`config.mk`:
```
export PLATFORM = sky130hd
export DESIGN_NAME = bnf_fifo
export DESIGN_NICKNAME = d
export VERILOG_FILES = /design/src/bnf_fifo.sv
export SDC_FILE = /design/constraint.sdc
export NUM_CORES = 1
export LEC_CHECK = 0
export BUFFER_PORTS_ARGS = -buffer_cell sky130_fd_sc_hd__buf_2
export CAP_MARGIN = 20
export CORE_MARGIN = 2
export CORE_UTILIZATION = 30
export DETAILED_ROUTE_END_ITERATION = 16
export PLACE_DENSITY = 0.56
export SLEW_MARGIN = 10
export SYNTH_ARGS = -nofsm -noshare
export SYNTH_HDL_FRONTEND = slang
export SYNTH_SLANG_ARGS = --single-unit
export TNS_END_PERCENT = 30
```
`constraint.sdc`:
```
create_clock -name clk_i -period 1.8 [get_ports clk_i]
set_input_delay 0.36 -clock clk_i [delete_from_list [all_inputs] [get_ports clk_i]]
set_output_delay 0.36 -clock clk_i [all_outputs]
set_load 0.02 [all_outputs]
```
`src/bnf_fifo.sv`:
```
// Small register queue used on both sides of the back end.
`timescale 1ns / 1ps

module bnf_fifo #(
  parameter int unsigned WIDTH = 8,
  parameter int unsigned DEPTH = 4
) (
  input  logic             clk_i,
  input  logic             rst_ni,
  input  logic             push_i,
  input  logic [WIDTH-1:0] wdata_i,
  input  logic             pop_i,
  output logic [WIDTH-1:0] rdata_o,
  output logic             full_o,
  output logic             empty_o
);

  localparam int unsigned PW = (DEPTH > 1) ? $clog2(DEPTH) : 1;
  localparam int unsigned CW = $clog2(DEPTH + 1);

  logic [WIDTH-1:0] data_q [DEPTH];
  logic [PW-1:0]    wr_q, wr_d, rd_q, rd_d;
  logic [CW-1:0]    cnt_q, cnt_d;
  logic             do_push, do_pop;

  assign full_o  = (cnt_q == CW'(DEPTH));
  assign empty_o = (cnt_q == '0);
  assign do_push = push_i && !full_o;
  assign do_pop  = pop_i && !empty_o;
  assign rdata_o = data_q[rd_q];

  always_comb begin
    wr_d  = wr_q;
    rd_d  = rd_q;
    cnt_d = cnt_q;
    if (do_push) begin
      wr_d = (wr_q == PW'(DEPTH - 1)) ? '0 : wr_q + 1'b1;
    end
    if (do_pop) begin
      rd_d = (rd_q == PW'(DEPTH - 1)) ? '0 : rd_q + 1'b1;
    end
    if (do_push && !do_pop) begin
      cnt_d = cnt_q + 1'b1;
    end else if (do_pop && !do_push) begin
      cnt_d = cnt_q - 1'b1;
    end
  end

  always_ff @(posedge clk_i or negedge rst_ni) begin
    if (!rst_ni) begin
      wr_q  <= '0;
      rd_q  <= '0;
      cnt_q <= '0;
    end else begin
      wr_q  <= wr_d;
      rd_q  <= rd_d;
      cnt_q <= cnt_d;
    end
  end

  always_ff @(posedge clk_i) begin
    if (do_push) begin
      data_q[wr_q] <= wdata_i;
    end
  end

endmodule

```
==> results.json <==
{
  "synth_adder_area_share_pct": 5.87,
  "clockPowerShare_pct": 16.3,
  "grt_pass1_vias": 868,
  "grtUsageTotal_pct": 9.82,
  "end_kind": "register",
  "p_sw_w": 0.00113,
  "ir_worst_vdd_uv": 861,
  "p_sw_share_pct": 32.6,
  "clockBufferDepth": 2,
  "crit_path_max_fanout": 4,
  "fin_area_um2": 2080,
  "p_int_w": 0.00233,
  "p_comb_share_pct": 43.1,
  "row_count": 26,
  "hold-worst-slack_ns": 0.288,
  "drv_cap": 0,
  "ys_ff_latch": 39,
  "fin_crit_sh_pct": 104,
  "cp_cell_sequence": "buf_4, nor3b_4, nor2b_2, ha_4, inv_2, fa_2, mux2_2",
  "grt_overflow_total": 0,
  "detail-route-antenna-nets": 0,
  "drtIter0Drc": 28,
  "violations": "negative setup slack",
  "viasPerCell": 4.29,
  "synth-edff-count": 32,
  "synthMuxAreaShare_pct": 15.1,
  "synth_top_area_share_pct": 59.3,
  "fin_skew_ns": 0.00327,
  "syn_avg_cell_area_um2": 20.5,
  "clock_sinks": 39,
  "clk_pin_slew_ns": 0.07,
  "setup_slack_ns": -0.0797,
  "tightest_slew_ns": 0.440,
  "die_w_um": 77.5,
  "cts_buffers": 5,
  "synth_top_family_by_area": "multiplexers",
  "yosysUniqueCellTypes": 19,
  "remaining_drc_errors": 0,
  "finalHoldViolations": 0,
  "rsz0062_at_grt": "true",
  "clockRootBuffer": "clkbuf_8",
  "yosys.area_share.simple_pct": 5.41,
  "worstPathRequired_ns": 1.97,
  "critical_path_arrival_ns": 2.05,
  "wire_per_inst_um": 14.2,
  "p_seq_share_pct": 40.6,
  "period_needed_ns": 1.88,
  "insertion_delay_ns": 0.28,
  "firstDrtPassIters": 4,
  "ys.flop_type": "edfxtp_1",
  "slowest_delay_ns": 0.45,
  "vias": 820,
  "port_buffers": 21,
  "finalSetupViolCount": 10,
  "status": "finished, violations left",
  "grt_max_degree": 13,
  "synthXorXnorAreaFrac_pct": 1.62,
  "cts_tree": "built",
  "syn_nets": 98,
  "ys_seq_area_share_pct": 70.1,
  "wirelength_mm": 2.71,
  "drive_gt1_share_pct": 58.7,
  "crit_type": "register to register",
  "max_freq_mhz": 532,
  "hpwl_mm": 1.82,
  "hp-class": "input pin to register",
  "synth_compound_area_share_pct": 0,
  "p_leak_nw": 0.789,
  "power_density_nw_per_um2": 1660,
  "layout-area-overhead-vs-synth_pct": 28.5,
  "core_um2": 5170,
  "yosys_warnings": 0,
  "fp.dieArea_um2": 6000,
  "syn-cell-area_um2": 1620,
  "netlist_top_cells_area": "edfxtp_1 (59%), mux4_2 (11%), dfrtp_1 (11%)",
  "grt_pass1_wl_mm": 4.33,
  "final_util_pct": 40.3,
  "max_slew_margin_pct": 70.7,
  "yosysTopAreaCell": "edfxtp_1",
  "antenna_found_initial": 0,
  "synthArstFlopShare_pct": 17.9,
  "num_antenna_cells": 0,
  "start_util_pct": 31.3,
  "nets": 139,
  "dpl-instance-area_um2": 1880,
  "die_h_um": 77.5,
  "io_pins": 22,
  "cp_slowest_cell": "dfrtp_2",
  "gp_congestion": 0.624,
  "finalMaxSlewViolations": 0,
  "cts_max_level": 2,
  "start_kind": "register",
  "syn_inst": 79
}
## worst paths after layout
check / start / to / slack, ns / depth (start not counted)
worst max-delay path: cnt_q[1] / cnt_q[1] / -0.08 / 7
worst min-delay path: wdata_i[6] / data_q[0][6] / 0.29 / 1
worst max register to register: cnt_q[1] / cnt_q[1] / -0.08 / 7
worst min register to register: wr_q[1] / wr_q[1] / 0.58 / 1
max in group asynchronous: rst_ni / rd_q[0] / 1.18 / 2
min in group asynchronous: rst_ni / cnt_q[2] / 0.44 / 2
## sequential cells by signal, summed over array words and instances (netlist names)
register  cells
rd_q          2
wr_q          2
cnt_q         3
data_q       32
## synth_stat cells (all sizes together) (2+ instances only)
cell type and number:
edfxtp 32, mux2 5, dfrtp 7, xor2 2, buf 3, nor2 3
inv 3, ha 6, mux4 8, and2 4
## layer usage
metal  up-vias  GRT usage [%]  routed length (um)
met2        28           16.4                1410
met3         6           2.91                 134
met1       406           11.5                1120
li1        380              -                   -
met5         -              0                   0
met4         0           4.82                  44
## cell usage in the layout, fill, tap and decap left out, types with 2 or more instances in the layout
master    count
and2_4        4
buf_2        18
buf_4        12
buf_6         5
clkbuf_8      5
dfrtp_1       4
dfrtp_2       3
edfxtp_1     32
ha_1          5
inv_1         2
mux2_2        3
mux2_4        2
mux4_2        8
nor2_1        3
## logic make-up after synthesis
group         Yosys count
mux                    13
fa+ha+maj               7
simple gates           11
xor+xnor                3
flops                  39
buf+inv                 6
## through the flow
stage,total power [W],TNS [ns],std cells,worst slack (ns)
finish,0.00346,-0.499,191,-0.0797
global route,0.00367,-1.10,191,-0.153
detailed placement,0.00269,-0.106,173,-0.105
floorplan,0.00227,-0.284,79,-0.158
CTS,0.00341,-0.683,186,-0.0820
global placement,0.00265,0,173,0.00896
## power groups by stage
stage                     Clock (W)  Sequential (W)  Combinational (W)
final                      0.000564         0.00140            0.00149
after CTS                  0.000584         0.00142            0.00141
after global routing       0.000625         0.00143            0.00161
after floorplan                   0         0.00136           0.000915
after global placement            0         0.00141            0.00123
after detailed placement          0         0.00143            0.00126
## what timing repair did
| action | CTS | global route |
|---|---|---|
| resized for setup | 11 | 5 |
| hold buffers | 1 | 0 |
| endpoints found under the setup margin | 10 | 10 |
| pin swaps | 6 | 5 |
| endpoints found under the hold margin | 7 | 0 |
| setup buffers | 4 | 5 |
## cell type report
| class | instances | area, um^2 |
|---|---|---|
| clock buffers | 6 | 72.6 |
| clock inverters | 2 | 12.5 |
| fillers | 465 | 3090 |
| inverters | 3 | 11.3 |
| multi-input cells | 34 | 492 |
| flip-flops and latches | 39 | 1140 |
| well taps | 70 | 87.6 |
| repair buffers | 37 | 267 |
## worst max-delay path, delay by kind of cell, from the launching register on
family	cells	cell delay [ns]
buffers and inverters	2	0.21
adders and majority gates	2	0.57
and+or+nand+nor	2	0.29
DFF	1	0.45
muxes	1	0.26
Note: power is estimated with default switching activity, not from simulation.
