==> src/bnf_pkg.sv <==
// Shared types, constants and codes for the batch normalization forward block.
`timescale 1ns / 1ps

package bnf_pkg;

  localparam int unsigned DATA_BITS       = 16;
  localparam int unsigned CHANNELS_DEF    = 64;
  localparam int unsigned CH_BITS         = 6;
  localparam int unsigned FUNC_BITS       = 2;
  localparam int unsigned CNT_BITS        = 24;
  localparam int unsigned EPS_BITS        = 16;
  localparam int unsigned CFG_IDX_BITS    = 1;
  localparam int unsigned CFG_DATA_BITS   = 24;
  localparam int unsigned SUM_BITS        = 40;
  localparam int unsigned SQ_BITS         = 56;
  localparam int unsigned SQR_BITS        = 2 * DATA_BITS;
  localparam int unsigned SCALE_BITS      = 32;
  localparam int unsigned DIV_NUM_BITS    = 56;
  localparam int unsigned DIV_DEN_BITS    = 32;
  localparam int unsigned RAD_BITS        = 58;
  localparam int unsigned ROOT_BITS       = RAD_BITS / 2;
  localparam int unsigned IN_QUEUE_DEPTH  = 4;
  localparam int unsigned OUT_QUEUE_DEPTH = 2;

  typedef enum logic [FUNC_BITS-1:0] {
    FUNC_LOAD = 2'd0,
    FUNC_ACC  = 2'd1,
    FUNC_NORM = 2'd2
  } func_e;

  typedef enum logic [CFG_IDX_BITS-1:0] {
    CFG_COUNT = 1'b0,
    CFG_EPS   = 1'b1
  } cfg_idx_e;

  // Work that the back end carries out for one queued item.
  typedef enum logic [1:0] {
    OP_LOAD,
    OP_ACC,
    OP_NORM,
    OP_FIN
  } op_e;

  typedef struct packed {
    op_e                         op;
    logic                        last;
    logic [CH_BITS-1:0]          channel;
    logic signed [DATA_BITS-1:0] sample;
    logic signed [DATA_BITS-1:0] gain;
    logic signed [DATA_BITS-1:0] bias;
  } item_t;

  typedef struct packed {
    logic [CNT_BITS-1:0] count;
    logic [EPS_BITS-1:0] eps;
  } cfg_t;

  typedef struct packed {
    logic signed [DATA_BITS-1:0] normalized;
    logic [CH_BITS-1:0]          channel;
    logic                        saturated;
  } res_t;

  typedef enum logic [4:0] {
    ST_IDLE,
    ST_ACC_WR,
    ST_NRM_DIFF,
    ST_NRM_MUL,
    ST_NRM_OUT,
    ST_FIN_RD,
    ST_FIN_LAT,
    ST_FIN_MEAN_GO,
    ST_FIN_MEAN,
    ST_FIN_MSQ_GO,
    ST_FIN_MSQ,
    ST_FIN_VAR,
    ST_FIN_SQRT_GO,
    ST_FIN_SQRT,
    ST_FIN_SCL_GO,
    ST_FIN_SCL,
    ST_FIN_WR
  } st_e;

endpackage

==> src/bnf_fifo.sv <==
// Small register queue used on both sides of the back end.
`timescale 1ns / 1ps

module bnf_fifo #(
  parameter int unsigned WIDTH = 8,
  parameter int unsigned DEPTH = 4
) (
  input  logic             clk_i,
  input  logic             rst_ni,
  input  logic             push_i,
  input  logic [WIDTH-1:0] wdata_i,
  input  logic             pop_i,
  output logic [WIDTH-1:0] rdata_o,
  output logic             full_o,
  output logic             empty_o
);

  localparam int unsigned PW = (DEPTH > 1) ? $clog2(DEPTH) : 1;
  localparam int unsigned CW = $clog2(DEPTH + 1);

  logic [WIDTH-1:0] data_q [DEPTH];
  logic [PW-1:0]    wr_q, wr_d, rd_q, rd_d;
  logic [CW-1:0]    cnt_q, cnt_d;
  logic             do_push, do_pop;

  assign full_o  = (cnt_q == CW'(DEPTH));
  assign empty_o = (cnt_q == '0);
  assign do_push = push_i && !full_o;
  assign do_pop  = pop_i && !empty_o;
  assign rdata_o = data_q[rd_q];

  always_comb begin
    wr_d  = wr_q;
    rd_d  = rd_q;
    cnt_d = cnt_q;
    if (do_push) begin
      wr_d = (wr_q == PW'(DEPTH - 1)) ? '0 : wr_q + 1'b1;
    end
    if (do_pop) begin
      rd_d = (rd_q == PW'(DEPTH - 1)) ? '0 : rd_q + 1'b1;
    end
    if (do_push && !do_pop) begin
      cnt_d = cnt_q + 1'b1;
    end else if (do_pop && !do_push) begin
      cnt_d = cnt_q - 1'b1;
    end
  end

  always_ff @(posedge clk_i or negedge rst_ni) begin
    if (!rst_ni) begin
      wr_q  <= '0;
      rd_q  <= '0;
      cnt_q <= '0;
    end else begin
      wr_q  <= wr_d;
      rd_q  <= rd_d;
      cnt_q <= cnt_d;
    end
  end

  always_ff @(posedge clk_i) begin
    if (do_push) begin
      data_q[wr_q] <= wdata_i;
    end
  end

endmodule

==> src/bnf_front.sv <==
// Front end: accepts items, drops those with no effect, and queues the rest.
`timescale 1ns / 1ps

module bnf_front #(
  parameter int unsigned CHANNELS = bnf_pkg::CHANNELS_DEF
) (
  input  logic                                clk_i,
  input  logic                                rst_ni,
  input  logic                                push_i,
  output logic                                full_o,
  input  logic [bnf_pkg::FUNC_BITS-1:0]       func_i,
  input  logic [bnf_pkg::CH_BITS-1:0]         channel_i,
  input  logic signed [bnf_pkg::DATA_BITS-1:0] sample_i,
  input  logic signed [bnf_pkg::DATA_BITS-1:0] gain_i,
  input  logic signed [bnf_pkg::DATA_BITS-1:0] bias_i,
  input  logic                                last_i,
  input  logic                                q_pop_i,
  output logic                                q_empty_o,
  output bnf_pkg::item_t                      q_item_o
);

  import bnf_pkg::*;

  logic  ch_ok, keep;
  op_e   op;
  item_t item;
  logic [$bits(item_t)-1:0] q_rdata;

  assign ch_ok = (32'(channel_i) < CHANNELS);

  always_comb begin
    keep = 1'b0;
    op   = OP_LOAD;
    case (func_i)
      FUNC_LOAD: begin
        keep = ch_ok;
        op   = OP_LOAD;
      end
      FUNC_ACC: begin
        // An out-of-range accumulate still finalizes when it is the last one.
        keep = ch_ok || last_i;
        op   = ch_ok ? OP_ACC : OP_FIN;
      end
      FUNC_NORM: begin
        keep = ch_ok;
        op   = OP_NORM;
      end
      default: begin
        keep = 1'b0;
        op   = OP_LOAD;
      end
    endcase
  end

  always_comb begin
    item.op      = op;
    item.last    = last_i;
    item.channel = channel_i;
    item.sample  = sample_i;
    item.gain    = gain_i;
    item.bias    = bias_i;
  end

  bnf_fifo #(
    .WIDTH ($bits(item_t)),
    .DEPTH (IN_QUEUE_DEPTH)
  ) u_queue (
    .clk_i   (clk_i),
    .rst_ni  (rst_ni),
    .push_i  (push_i && keep),
    .wdata_i (item),
    .pop_i   (q_pop_i),
    .rdata_o (q_rdata),
    .full_o  (full_o),
    .empty_o (q_empty_o)
  );

  assign q_item_o = item_t'(q_rdata);

endmodule

==> config.mk <==
export PLATFORM = sky130hd
export DESIGN_NAME = bnf_front
export DESIGN_NICKNAME = d
export VERILOG_FILES = /design/src/bnf_pkg.sv /design/src/bnf_fifo.sv /design/src/bnf_front.sv
export SDC_FILE = /design/constraint.sdc
export NUM_CORES = 1
export LEC_CHECK = 0
export ABC_AREA = 1
export CAP_MARGIN = 10
export CORE_MARGIN = 4
export CORE_UTILIZATION = 40
export DETAILED_ROUTE_END_ITERATION = 6
export DONT_BUFFER_PORTS = 1
export MAX_ROUTING_LAYER = met4
export PLACE_DENSITY = 0.58
export SYNTH_ARGS = -nofsm -noshare
export SYNTH_HDL_FRONTEND = slang
export SYNTH_SLANG_ARGS = --single-unit
==> constraint.sdc <==
create_clock -name clk_i -period 5.7 [get_ports clk_i]
set_clock_uncertainty 0.05 [all_clocks]
set_input_delay 0.285 -clock clk_i [delete_from_list [all_inputs] [get_ports clk_i]]
set_output_delay 0.285 -clock clk_i [all_outputs]
set_load 0.03 [all_outputs]
==> results.txt, run 1 <==
----------------------------------------------------
[STA]
  Final Critical Period ... just over 3000 ps
  Final-layout setup total negative slack ... 0 ps
  Setup repair after global routing missed its margin ... false
  Timing-limited maximum frequency ... between 0.3 and 0.4 GHz
  Final period utilization ... a little over half
  Measured slew at the worst slew-check pin ... 893 ps
  Final count of negative-setup-slack endpoints ... 0
  Hold Vio Cnt, Final ... 0
  Total count of max-transition violations in the final report ... 0
  Max-slew headroom at the worst pin ... between 40% and 50%

[GRT]
  Grt ovf ... 0
  Number of global-route vias before repair ... between 5k and 6k
  Wire length of the first global-routing pass ... around 28000 um
  Overall routing resource usage ... 13.9%
  Number of antenna violations at the first check in global routing ... 0
  Pin count of the biggest net entering global routing ... 85

[Critical path]
  Max stage delay on crit path ... between 800 and 900 ps
  Delay-heaviest family, CP ... flip-flops
  Arrival time at the worst endpoint ... between 2000 and 3000 ps
  Category of the worst setup path launch point ... flop
  Crit path capture type ... output pin
  Launching instance or port of the critical path ... u_queue.rd_q[0]$_DFFE_PN0P_
  Startpoint-to-endpoint class of the critical path ... reg -> out
  Buffer and inverter count on the worst path ... 1
  Startpoint of the lowest-slack register-to-register path ... u_queue.cnt_q[0]$_DFFE_PN0P_
  List of cells traversed by the critical path ... buf_4 -> a21oi_1 -> o21ai_0 -> nand2_1
  Required @ worst endpoint ... 5370 ps
  Critical Path Slowest Stage Cell ... dfrtp_4
  Highest net fanout along the worst path ... 84

[Logic synthesis]
  Fraction of synthesized cell area taken by the top area cell type ... roughly 73%
  Sequential-to-total area share from yosys stat ... between 70% and 80%
  Cell type with the largest total area after synthesis ... edfxtp_1
  Post-synthesis cell count ... approximately 730
  Async S/R FF share, synth ... under 10%
  Count of state elements after synthesis ... ~240
  Net count of the mapped netlist ... 799
  Synth Area in XOR/XNOR ... 0.0933%
  Mux cell area share after synthesis ... 0%
  Commonest cells in the synthesized netlist ... 228 x edfxtp_1, 133 x nand2_1, 130 x inv_1, 58 x a21oi_1, 57 x o211ai_1
  Syn. warnings ... 0
  Largest family of logic cells by synthesized area ... compound AO/OA/AOI/OAI gates
  Number of distinct standard cells referenced by the synthesized netlist ... 17
  Simple-gate share of the synthesized area ... between 6 and 7%
  Most area-consuming cells after synthesis ... edfxtp_1 73%, nand2_1 5.3%, inv_1 5.2%
  Count leader, synth ... edfxtp_1
  Post-Synthesis Cell Area ... ~9400 um^2
  Average cell area after synthesis ... about 13 um^2
  Compound-gate portion of the synthesized area ... between 10% and 20%
  Primary flip-flop cell chosen by synthesis mapping ... edfxtp_1
  Fraction of the mapped netlist area in adder cells ... under 10%
  Number of synthesized flops with an enable pin ... 228

[Cells and area]
  Layout Area Growth over Synthesis ... 18.6%
  Fraction of final layout cells sized beyond drive strength 1 ... 6.55%
  Diode count ... 0
  Area occupied by multi-input gates ... approximately 1700 um^2
  Number of inserted filler cells in the final layout ... about 2k
  Sequential standard cell area ... 7030 um^2
  Number of nets in the layout ... about 860

[Floorplan]
  IO Pins ... 120
  Placeable core area ... ~23000 um^2
  Count of standard-cell rows ... 55
  Starting utilization of the core area ... 41.1%
  Die W ... ~160 um
  Area enclosed by the die boundary ... 26000 um^2
  Die span in y ... roughly 160 um

[Placed design]
  Global placement routability congestion ... between 0.7 and 0.8
  HPWL after detailed placement ... 10400 um
  Port Buffers ... 0

[Route]
  Number of detailed-routing iterations run before antenna repair ... 4
  Initial drt markers ... around 330
  Remaining routing DRC violations ... 0
  Total vias in the final route ... 5319
  Detailed-route wire length ... 17700 um
  Number of vias per cell after detailed routing ... 4.74
  ANT nets after route ... 0
  Routed wirelength normalized by instance count ... approximately 16 um

[Run]
  Max-cap check violation count ... 0

[Clock tree]
  CTS root buf ... clkbuf_16
  Num Clock Sinks ... 235
  Deepest clock path buffer count ... 3
  Total number of H-tree levels ... 1
  CTS tree ... yes
  Clock-pin slew on the worst setup and hold paths ... 60 ps
  CTS buffer count ... 26
  Post_cts resized ... 0
  Clk Latency, worst-skew pair ... between 500 and 600 ps
  Hold bufs inserted after CTS ... a little over 60
  Post CTS Setup Buffer Count ... 0

[Worst hold path]
  Hold path startpoint ... func_i[1]
  Worst hold path class ... in -> reg

[Pwr]
  Max VDD drop ... a little under 300 uV
  Pwr dens ... between 500 and 600 nW/um^2
  Design Power ... between 5000 and 6000 uW
  Leakage Power ... between 0.004 and 0.005 uW

[Status]
  Run status ... finished, final reports clean

----------------------------------------------------
[power by group]
group | internal (uW) | switching [uW] | total [uW]
logic | 379 | 1460 | 1840
registers | 2190 | 170 | 2360
clock network | 996 | 642 | 1640
[through the flow]
step	setup slack, ps	utilization [%]	instances	instance area, um^2	hold WS, ps
finish	2650	48.7	1122	11100	24.9
global route	2390	48.7	1122	11100	18.1
CTS	2610	48.7	1122	11100	1.95
detailed placement	2940	42.3	1013	9660	-60.3
global placement	3010	42.3	1013	9660	-60.4
floorplan	2070	-	731	9390	-60.6
[path summary, 6_finish.rpt]
| kind | to | slack (ps) | cells past startpoint |
|---|---|---|---|
| max in group asynchronous | u_queue.rd_q[1]$_DFFE_PN0P_ | 5230 | 1 |
| min in group asynchronous | u_queue.cnt_q[1]$_DFFE_PN0P_ | 70 | 1 |
| max | q_item_o[18] | 2650 | 4 |
| min | u_queue.data_q[1][56]$_DFFE_PP_ | 20 | 2 |
| min reg2reg | u_queue.cnt_q[2]$_DFFE_PN0P_ | 450 | 2 |
| max reg2reg | u_queue.data_q[2][5]$_DFFE_PP_ | 3010 | 5 |
[sequential cells by signal, summed over array words and instances (netlist names)]
signal	cells
u_queue.data_q	228
u_queue.rd_q	2
u_queue.wr_q	2
u_queue.cnt_q	3
[routing by layer]
metal  vias up  wire, um  GRT usage, %
met5         -         0             -
met4         0       336          3.84
met3        25      1100          3.65
met2       127      8640          23.3
met1      2520      7650          16.7
li1       2647         -             -
[cell families after synthesis]
group,Yosys count
xor+xnor,1
simple gates,148
compound gates,172
buf+inv,168
flops,235
fa+ha+maj,7
[final cells by class]
cell class,count,area share (%)
multi-input cells,328,15.3
clock inverters,12,1.05
well taps,313,3.52
clock buffers,36,6.64
flip-flops and latches,235,63.2
inverters,130,4.38
repair buffers,68,5.96
[cells in the final DEF (no fill, tap or decap), types with 3 or more instances in the layout]
master         synthesis  layout
edfxtp_1             228     228
nor2_4                 0       4
o21ai_1               16      16
o211ai_1              57      57
nor2_1                 9       5
dlygate4sd3_1          0      61
clkinv_2               0       5
clkbuf_1               6       6
clkbuf_8               0       3
o21ai_0               41      41
inv_1                130     130
a21oi_1               58      58
buf_4                  9       7
nand3_1                5       5
clkbuf_16              0      27
ha_1                   6       6
dfrtp_1                7       5
nand2_1              133     133
Note: power is estimated with default switching activity, not from simulation.
==> run 2: changes to the inputs <==
- PLACE_DENSITY: 0.58 -> 0.6
- clock period: 5.7 -> 2.5 ns (I/O delays scaled with it)
==> run 2 against run 1 <==
  * Critical path depth stayed put
  * Sequential power up 130%
  * Sequential share of layout area down 0.32 points
  * Register-to-register slack worse by 2400 ps
  * Total power is 130% higher
  * Setup slack worse by 2400 ps
  * Die area did not move
  * First-iteration DRC count stayed put
  * Largest power group unchanged
  * Highest routed layer unchanged
==> results.txt, run 2 (synthesis results as in run 1) <==
----------------------------------------------------
[Status]
  Run status ... finished, final reports clean

[Floorplan]
  Count of standard-cell rows ... 55 (unchanged)
  Placeable core area ... 22800 um^2 (unchanged)
  Area enclosed by the die boundary ... 26000 um^2 (unchanged)
  Die W ... 161 um (unchanged)
  Starting utilization of the core area ... 41.1% (unchanged)
  IO Pins ... 120 (unchanged)
  Die span in y ... 161 um (unchanged)

[STA]
  Worst hold slack after final layout ... 289 ps (+264 ps)
  Final count of negative-setup-slack endpoints ... 0 (unchanged)
  Hold Vio Cnt, Final ... 0 (unchanged)
  Final Critical Period ... between 2000 and 2500 ps
  Max-slew headroom at the worst pin ... 57.4% (+17 points)
  Setup ws final ... 203 ps (-2450 ps)
  Total count of max-transition violations in the final report ... 0 (unchanged)
  Setup repair after global routing missed its margin ... false
  Timing-limited maximum frequency ... between 0.4 and 0.5 GHz
  Final period utilization ... approximately nine tenths
  Measured slew at the worst slew-check pin ... 639 ps (-253 ps)

[Run]
  Max-cap check violation count ... 0 (unchanged)

[Clock tree]
  CTS tree ... yes
  Num Clock Sinks ... 235 (unchanged)
  Post_cts resized ... 0 (unchanged)
  Clock-pin slew on the worst setup and hold paths ... 60 ps (about the same)
  Clk Latency, worst-skew pair ... 500 ps (about the same)
  Deepest clock path buffer count ... 3 (unchanged)
  CTS buffer count ... 25 (-3.8%)
  Total number of H-tree levels ... 1 (unchanged)
  CTS root buf ... clkbuf_16

[Route]
  Remaining routing DRC violations ... 0 (unchanged)
  Routed wirelength normalized by instance count ... 16.0 um (+1.2%)
  Detailed-route wire length ... 18100 um (+1.9%)
  ANT nets after route ... 0 (unchanged)
  Initial drt markers ... 332 (unchanged)
  Number of detailed-routing iterations run before antenna repair ... 4 (unchanged)
  Number of vias per cell after detailed routing ... 4.71 (-0.61%)
  Total vias in the final route ... 5324 (+0.094%)

[GRT]
  Wire length of the first global-routing pass ... 29200 um (+3.5%)
  Overall routing resource usage ... 14.4% (+0.49 points)
  Pin count of the biggest net entering global routing ... 71 (-16%)
  Number of antenna violations at the first check in global routing ... 2 (+2)
  Grt ovf ... 0 (unchanged)
  Number of global-route vias before repair ... 5382 (+1.2%)

[Critical path]
  Critical Path Slowest Stage Cell ... dfrtp_4
  R2r setup slk ... 610 ps (-2400 ps)
  Buffer and inverter count on the worst path ... 1 (unchanged)
  Required @ worst endpoint ... 2330 ps (-3040 ps)
  Crit path capture type ... output pin
  Max stage delay on crit path ... 830 ps (about the same)
  Delay-heaviest family, CP ... flip-flops
  Startpoint-to-endpoint class of the critical path ... reg -> out
  Highest net fanout along the worst path ... 54 (-36%)
  Arrival time at the worst endpoint ... 2120 ps (-590 ps)
  Category of the worst setup path launch point ... flop
  List of cells traversed by the critical path ... buf_4 -> a21oi_1 -> o21ai_0 -> nand2_1

[Pwr]
  Pwr dens ... 1180 nW/um^2 (+120%)
  Max VDD drop ... 853 uV (+190%)
  Leakage Power ... 0.00425 uW (+0.71%)

[Cells and area]
  Number of standard cells in the final layout excluding fillers ... 1130 (+0.71%)
  Number of inserted filler cells in the final layout ... 2015 (+1.9%)
  Largest registers ... u_queue.data_q x228, u_queue.cnt_q x3
  Post-route cell area ... 11200 um^2 (+0.51%)
  Layout Area Growth over Synthesis ... 19.2%
  Most frequent cells in the layout ... 228 x edfxtp_1, 133 x nand2_1, 130 x inv_1
  Largest Register ... u_queue.data_q
  Fraction of final layout cells sized beyond drive strength 1 ... 6.87% (+0.32 points)
  Number of nets in the layout ... 868 (+1.3%)
  Max reg flops ... 228 (unchanged)
  Most common cell after layout, fill and taps aside ... edfxtp_1

[Placed design]
  Number of placed cells counting well taps ... 1024 (+1.1%)
  Port Buffers ... 0 (unchanged)
  Global placement routability congestion ... 0.728 (-6.2%)
  Worst setup slack after placement ... 601 ps (-2340 ps)
  Placed instance area ... 9810 um^2 (+1.5%)
  HPWL after detailed placement ... 10900 um (+5.2%)

[Worst hold path]
  Worst hold path class ... in -> reg

----------------------------------------------------
==> run 2: through the flow <==
step | setup TNS, ps | total power, uW | util (%)
final | 0 | 13200 | 49.0
after global routing | 0 | 14000 | 49.0
after CTS | 0 | 13400 | 48.9
after detailed placement | 0 | 9840 | 42.9
after global placement | 0 | 9800 | 42.9
after floorplan | -49640 | 8960 | -
==> run 2: path summary, 6_finish.rpt <==
| kind | endpoint | depth (start not counted) | start |
|---|---|---|---|
| worst max-delay path | q_item_o[56] | 4 | u_queue.rd_q[1]$_DFFE_PN0P_ |
| worst min-delay path | u_queue.data_q[2][18]$_DFFE_PP_ | 1 | gain_i[2] |
| worst max register to register | u_queue.data_q[0][6]$_DFFE_PP_ | 6 | u_queue.cnt_q[0]$_DFFE_PN0P_ |
| worst min register to register | u_queue.cnt_q[2]$_DFFE_PN0P_ | 2 | u_queue.cnt_q[2]$_DFFE_PN0P_ |
| max in group asynchronous | u_queue.rd_q[1]$_DFFE_PN0P_ | 2 | rst_ni |
| min in group asynchronous | u_queue.cnt_q[1]$_DFFE_PN0P_ | 2 | rst_ni |
==> run 2: metal layers <==
metal	up-vias	part of all wire, %	global-route usage (%)
li1	2662	-	-
met1	2522	45	18.4
met2	110	48	23.6
met3	30	5.3	3.22
met4	0	2.1	3.30
met5	-	0	-
==> run 2: where the power goes <==
| group | total, uW | internal [uW] | switching (uW) |
|---|---|---|---|
| clock | 3420 | 2030 | 1390 |
| sequential | 5380 | 4990 | 395 |
| combinational | 4410 | 1010 | 3390 |
| total | 13200 | 8030 | 5180 |
==> run 2: area by class of cell <==
type	instances	area (um^2)	share of cell area (%)
sequential	235	7030	62.8
multi-input combinational	328	1700	15.2
timing repair buffer	80	818	7.32
clock buffer	31	648	5.79
inverter	130	488	4.36
tap	313	392	3.50
clock inverter	11	104	0.928
antenna	2	5.00	0.0447
==> run 2: repair_timing <==
| action | 4_1_cts | 5_1_grt |
|---|---|---|
| setup buffers | 0 | 0 |
| endpoints found under the hold margin | 241 | 0 |
| hold buffers | 62 | 0 |
==> run 3: changes to the inputs <==
- clock period: 2.5 -> 1.87 ns (I/O delays scaled with it)
==> run 3 against run 2 <==
  * Combinational power is 82% higher
  * The flow now finishes with violations (negative setup slack)
  * Clock-buffer cell count down 2
  * First-iteration DRC count shrank 11%
  * Die area is the same
  * Critical path depth is 1 higher
  * Non-clock buffer count grew 17
  * Critical path type unchanged
  * Critical endpoint is now q_item_o[33]
  * Largest cell class unchanged
==> results.txt, run 3 (synthesis results as in run 1) <==
----------------------------------------------------
[Status]
  Run status ... finished with violations
  Failing checks ... negative setup slack

[STA]
  Timing-limited maximum frequency ... between 0.5 and 0.6 GHz
  Measured slew at the worst slew-check pin ... 351 ps (-288 ps)
  Max-slew headroom at the worst pin ... 76.5% (+19 points)
  Total count of max-transition violations in the final report ... 0 (unchanged)
  Setup ws final ... -91.3 ps (-294 ps)
  Final Critical Period ... approximately 2000 ps
  Setup repair after global routing missed its margin ... true
  Hold Vio Cnt, Final ... 0 (unchanged)
  Final count of negative-setup-slack endpoints ... 56 (+56)
  Worst hold slack after final layout ... 239 ps (-50.0 ps)
  Final period utilization ... 105%

[Pwr]
  Power dissipated by switching net loads ... 7760 uW (+50%)
  Leakage Power ... 0.00447 uW (+5.3%)
  Portion of total power attributed to sequential cells ... 35.0% (-5.8 points)
  Sw Ratio ... 39.2% (about the same)
  Pwr dens ... 1660 nW/um^2 (+41%)
  Design Power ... 19800 uW (+50%)
  Internal power ... 12000 uW (+50%)
  Portion of total power attributed to combinational logic ... 40.5% (+7.1 points)
  Clock power share ... 24.5% (-1.4 points)
  Max VDD drop ... 1080 uV (+27%)

[Route]
  Routed wirelength normalized by instance count ... 17.2 um (+7.6%)
  ANT nets after route ... 0 (unchanged)
  Total vias in the final route ... 5569 (+4.6%)
  Remaining routing DRC violations ... 0 (unchanged)
  Met3 wire length ... 1110 um (+16%)
  Initial drt markers ... 294 (-11%)
  Number of detailed-routing iterations run before antenna repair ... 6 (+2)
  Uppermost layer routed ... met4
  Detailed-route wire length ... 19800 um (+9.4%)
  Number of vias per cell after detailed routing ... 4.85 (+2.9%)
  Met2 wirelength from detailed routing ... 9840 um (+14%)
  Length of routed wiring on met1 ... 8490 um (+4.7%)

[Critical path]
  R2r endpoint ... u_queue.cnt_q[1]$_DFFE_PN0P_
  R2r setup slk ... 160 ps (-450 ps)
  Required @ worst endpoint ... 1730 ps (-600 ps)
  Arrival time at the worst endpoint ... 1820 ps (-300 ps)
  Critical path capture point ... q_item_o[33]
  Crit path capture type ... output pin
  Worst Reg2Reg Path Length in Cells ... 9 (+3)
  Highest net fanout along the worst path ... 39 (-28%)
  Startpoint-to-endpoint class of the critical path ... reg -> out
  Startpoint of the lowest-slack register-to-register path ... u_queue.cnt_q[1]$_DFFE_PN0P_
  Category of the worst setup path launch point ... flop
  Launching instance or port of the critical path ... u_queue.rd_q[0]$_DFFE_PN0P_

[GRT]
  Number of antenna violations at the first check in global routing ... 1 (-1)
  Grt ovf ... 0 (unchanged)
  Pin count of the biggest net entering global routing ... 68 (-4.2%)
  Wire length of the first global-routing pass ... 27500 um (-5.7%)
  Overall routing resource usage ... 13.6% (-0.79 points)
  Number of global-route vias before repair ... 5167 (-4.0%)

[Run]
  Max-cap check violation count ... 0 (unchanged)

[Clock tree]
  CTS root buf ... clkbuf_16
  CTS buffer count ... 25 (unchanged)
  Num Clock Sinks ... 235 (unchanged)
  Clk Latency, worst-skew pair ... 500 ps (about the same)
  Deepest clock path buffer count ... 3 (unchanged)
  Clock-pin slew on the worst setup and hold paths ... 60 ps (about the same)
  CTS tree ... yes
  Total number of H-tree levels ... 1 (unchanged)

[Worst hold path]
  Worst hold path class ... in -> reg
  Number of cells on the worst hold path ... 1 (unchanged)

[Placed design]
  Port Buffers ... 0 (unchanged)
  Placed instance area ... 9890 um^2 (+0.87%)
  Global placement routability congestion ... 0.706 (-3.0%)
  HPWL after detailed placement ... 10500 um (-4.2%)
  Number of placed cells counting well taps ... 1027 (+0.29%)

[Cells and area]
  Max reg flops ... 228 (unchanged)
  Final core utilization ... 52.2% (+3.2 points)
  Layout Area Growth over Synthesis ... 26.9%
  Most common cell after layout, fill and taps aside ... edfxtp_1
  Fraction of final layout cells sized beyond drive strength 1 ... 20.8% (+14 points)
  Number of standard cells in the final layout excluding fillers ... 1149 (+1.7%)
  Largest Register ... u_queue.data_q
  Number of nets in the layout ... 885 (+2.0%)
  Largest registers ... u_queue.data_q x228, u_queue.cnt_q x3
  Most frequent cells in the layout ... 228 x edfxtp_1, 130 x inv_1, 73 x nand2_1
  Post-route cell area ... 11900 um^2 (+6.5%)

[Floorplan]
  Count of standard-cell rows ... 55 (unchanged)
  IO Pins ... 120 (unchanged)
  Placeable core area ... 22800 um^2 (unchanged)
  Die W ... 161 um (unchanged)
  Die span in y ... 161 um (unchanged)
  Area enclosed by the die boundary ... 26000 um^2 (unchanged)
  Starting utilization of the core area ... 41.1% (unchanged)

----------------------------------------------------
[run 3: cell types whose count changed in the layout (fill, tap and decap cells not counted), moves of 27 or more]
cell / previous run / this run
o21ai_0: 41 / 5
a21oi_2: 0 / 27
a21oi_1: 58 / 30
o21ai_1: 16 / 46
nand2_1: 133 / 73
nand2_2: 0 / 57
[run 3: layer usage]
| metal | track usage [%] | up-vias |
|---|---|---|
| met4 | 2.95 | 0 |
| met2 | 23.5 | 118 |
| li1 | - | 2705 |
| met5 | - | - |
| met1 | 15.9 | 2720 |
| met3 | 3.80 | 26 |
[run 3: final cells by class]
cell class,count,area (um^2)
Antenna cell,1,2.50
Clock buffer,29,641
Clock inverter,16,174
Fill cell,1922,10900
Inverter,130,488
Multi-Input combinational cell,328,2010
Sequential cell,235,7030
Tap cell,313,392
Timing Repair Buffer,97,1180
[run 3: power by group through the flow]
stage,registers [uW],logic (uW),clock network (uW)
3_3_place_gp,7010,6230,0
6_report,6920,8010,4840
5_1_grt,6980,8650,5250
3_5_place_dp,7030,6280,0
4_1_cts,6920,6840,4990
2_1_floorplan,6950,5060,0
[run 3: critical path, stage by stage (launching register included)]
cell	delay, ps
dfrtp_4	510
buf_12	170
buf_12	170
a21oi_2	150
o21ai_0	100
nand2_2	180
[run 3: metrics by stage]
step | setup TNS (ps) | worst slack [ps]
global placement | 0 | 83.4
detailed placement | 0 | 48.8
finish | -2390 | -91.3
CTS | -1240 | -83.5
global route | -7150 | -156
floorplan | -31480 | -155
[run 3: worst min path at each step]
stage           startpoint                              end  slack [ps]
5_1_grt          bias_i[0]   u_queue.data_q[3][0]$_DFFE_PP_         230
3_5_place_dp        rst_ni     u_queue.cnt_q[1]$_DFFE_PN0P_        -250
6_report       sample_i[6]  u_queue.data_q[2][38]$_DFFE_PP_         240
3_3_place_gp        rst_ni     u_queue.cnt_q[0]$_DFFE_PN0P_        -250
2_1_floorplan       rst_ni     u_queue.cnt_q[0]$_DFFE_PN0P_        -250
4_1_cts        sample_i[6]  u_queue.data_q[2][38]$_DFFE_PP_         220
[run 3: repair_timing]
| item | 4_1_cts | 5_1_grt |
|---|---|---|
| setup endpoints to repair | 57 | 59 |
| hold buffers | 62 | 0 |
| buffers inserted | 0 | 4 |
| gates resized for setup | 58 | 82 |
| pin swaps | 2 | 67 |
| endpoints found under the hold margin | 241 | 0 |
| gates cloned | 0 | 10 |
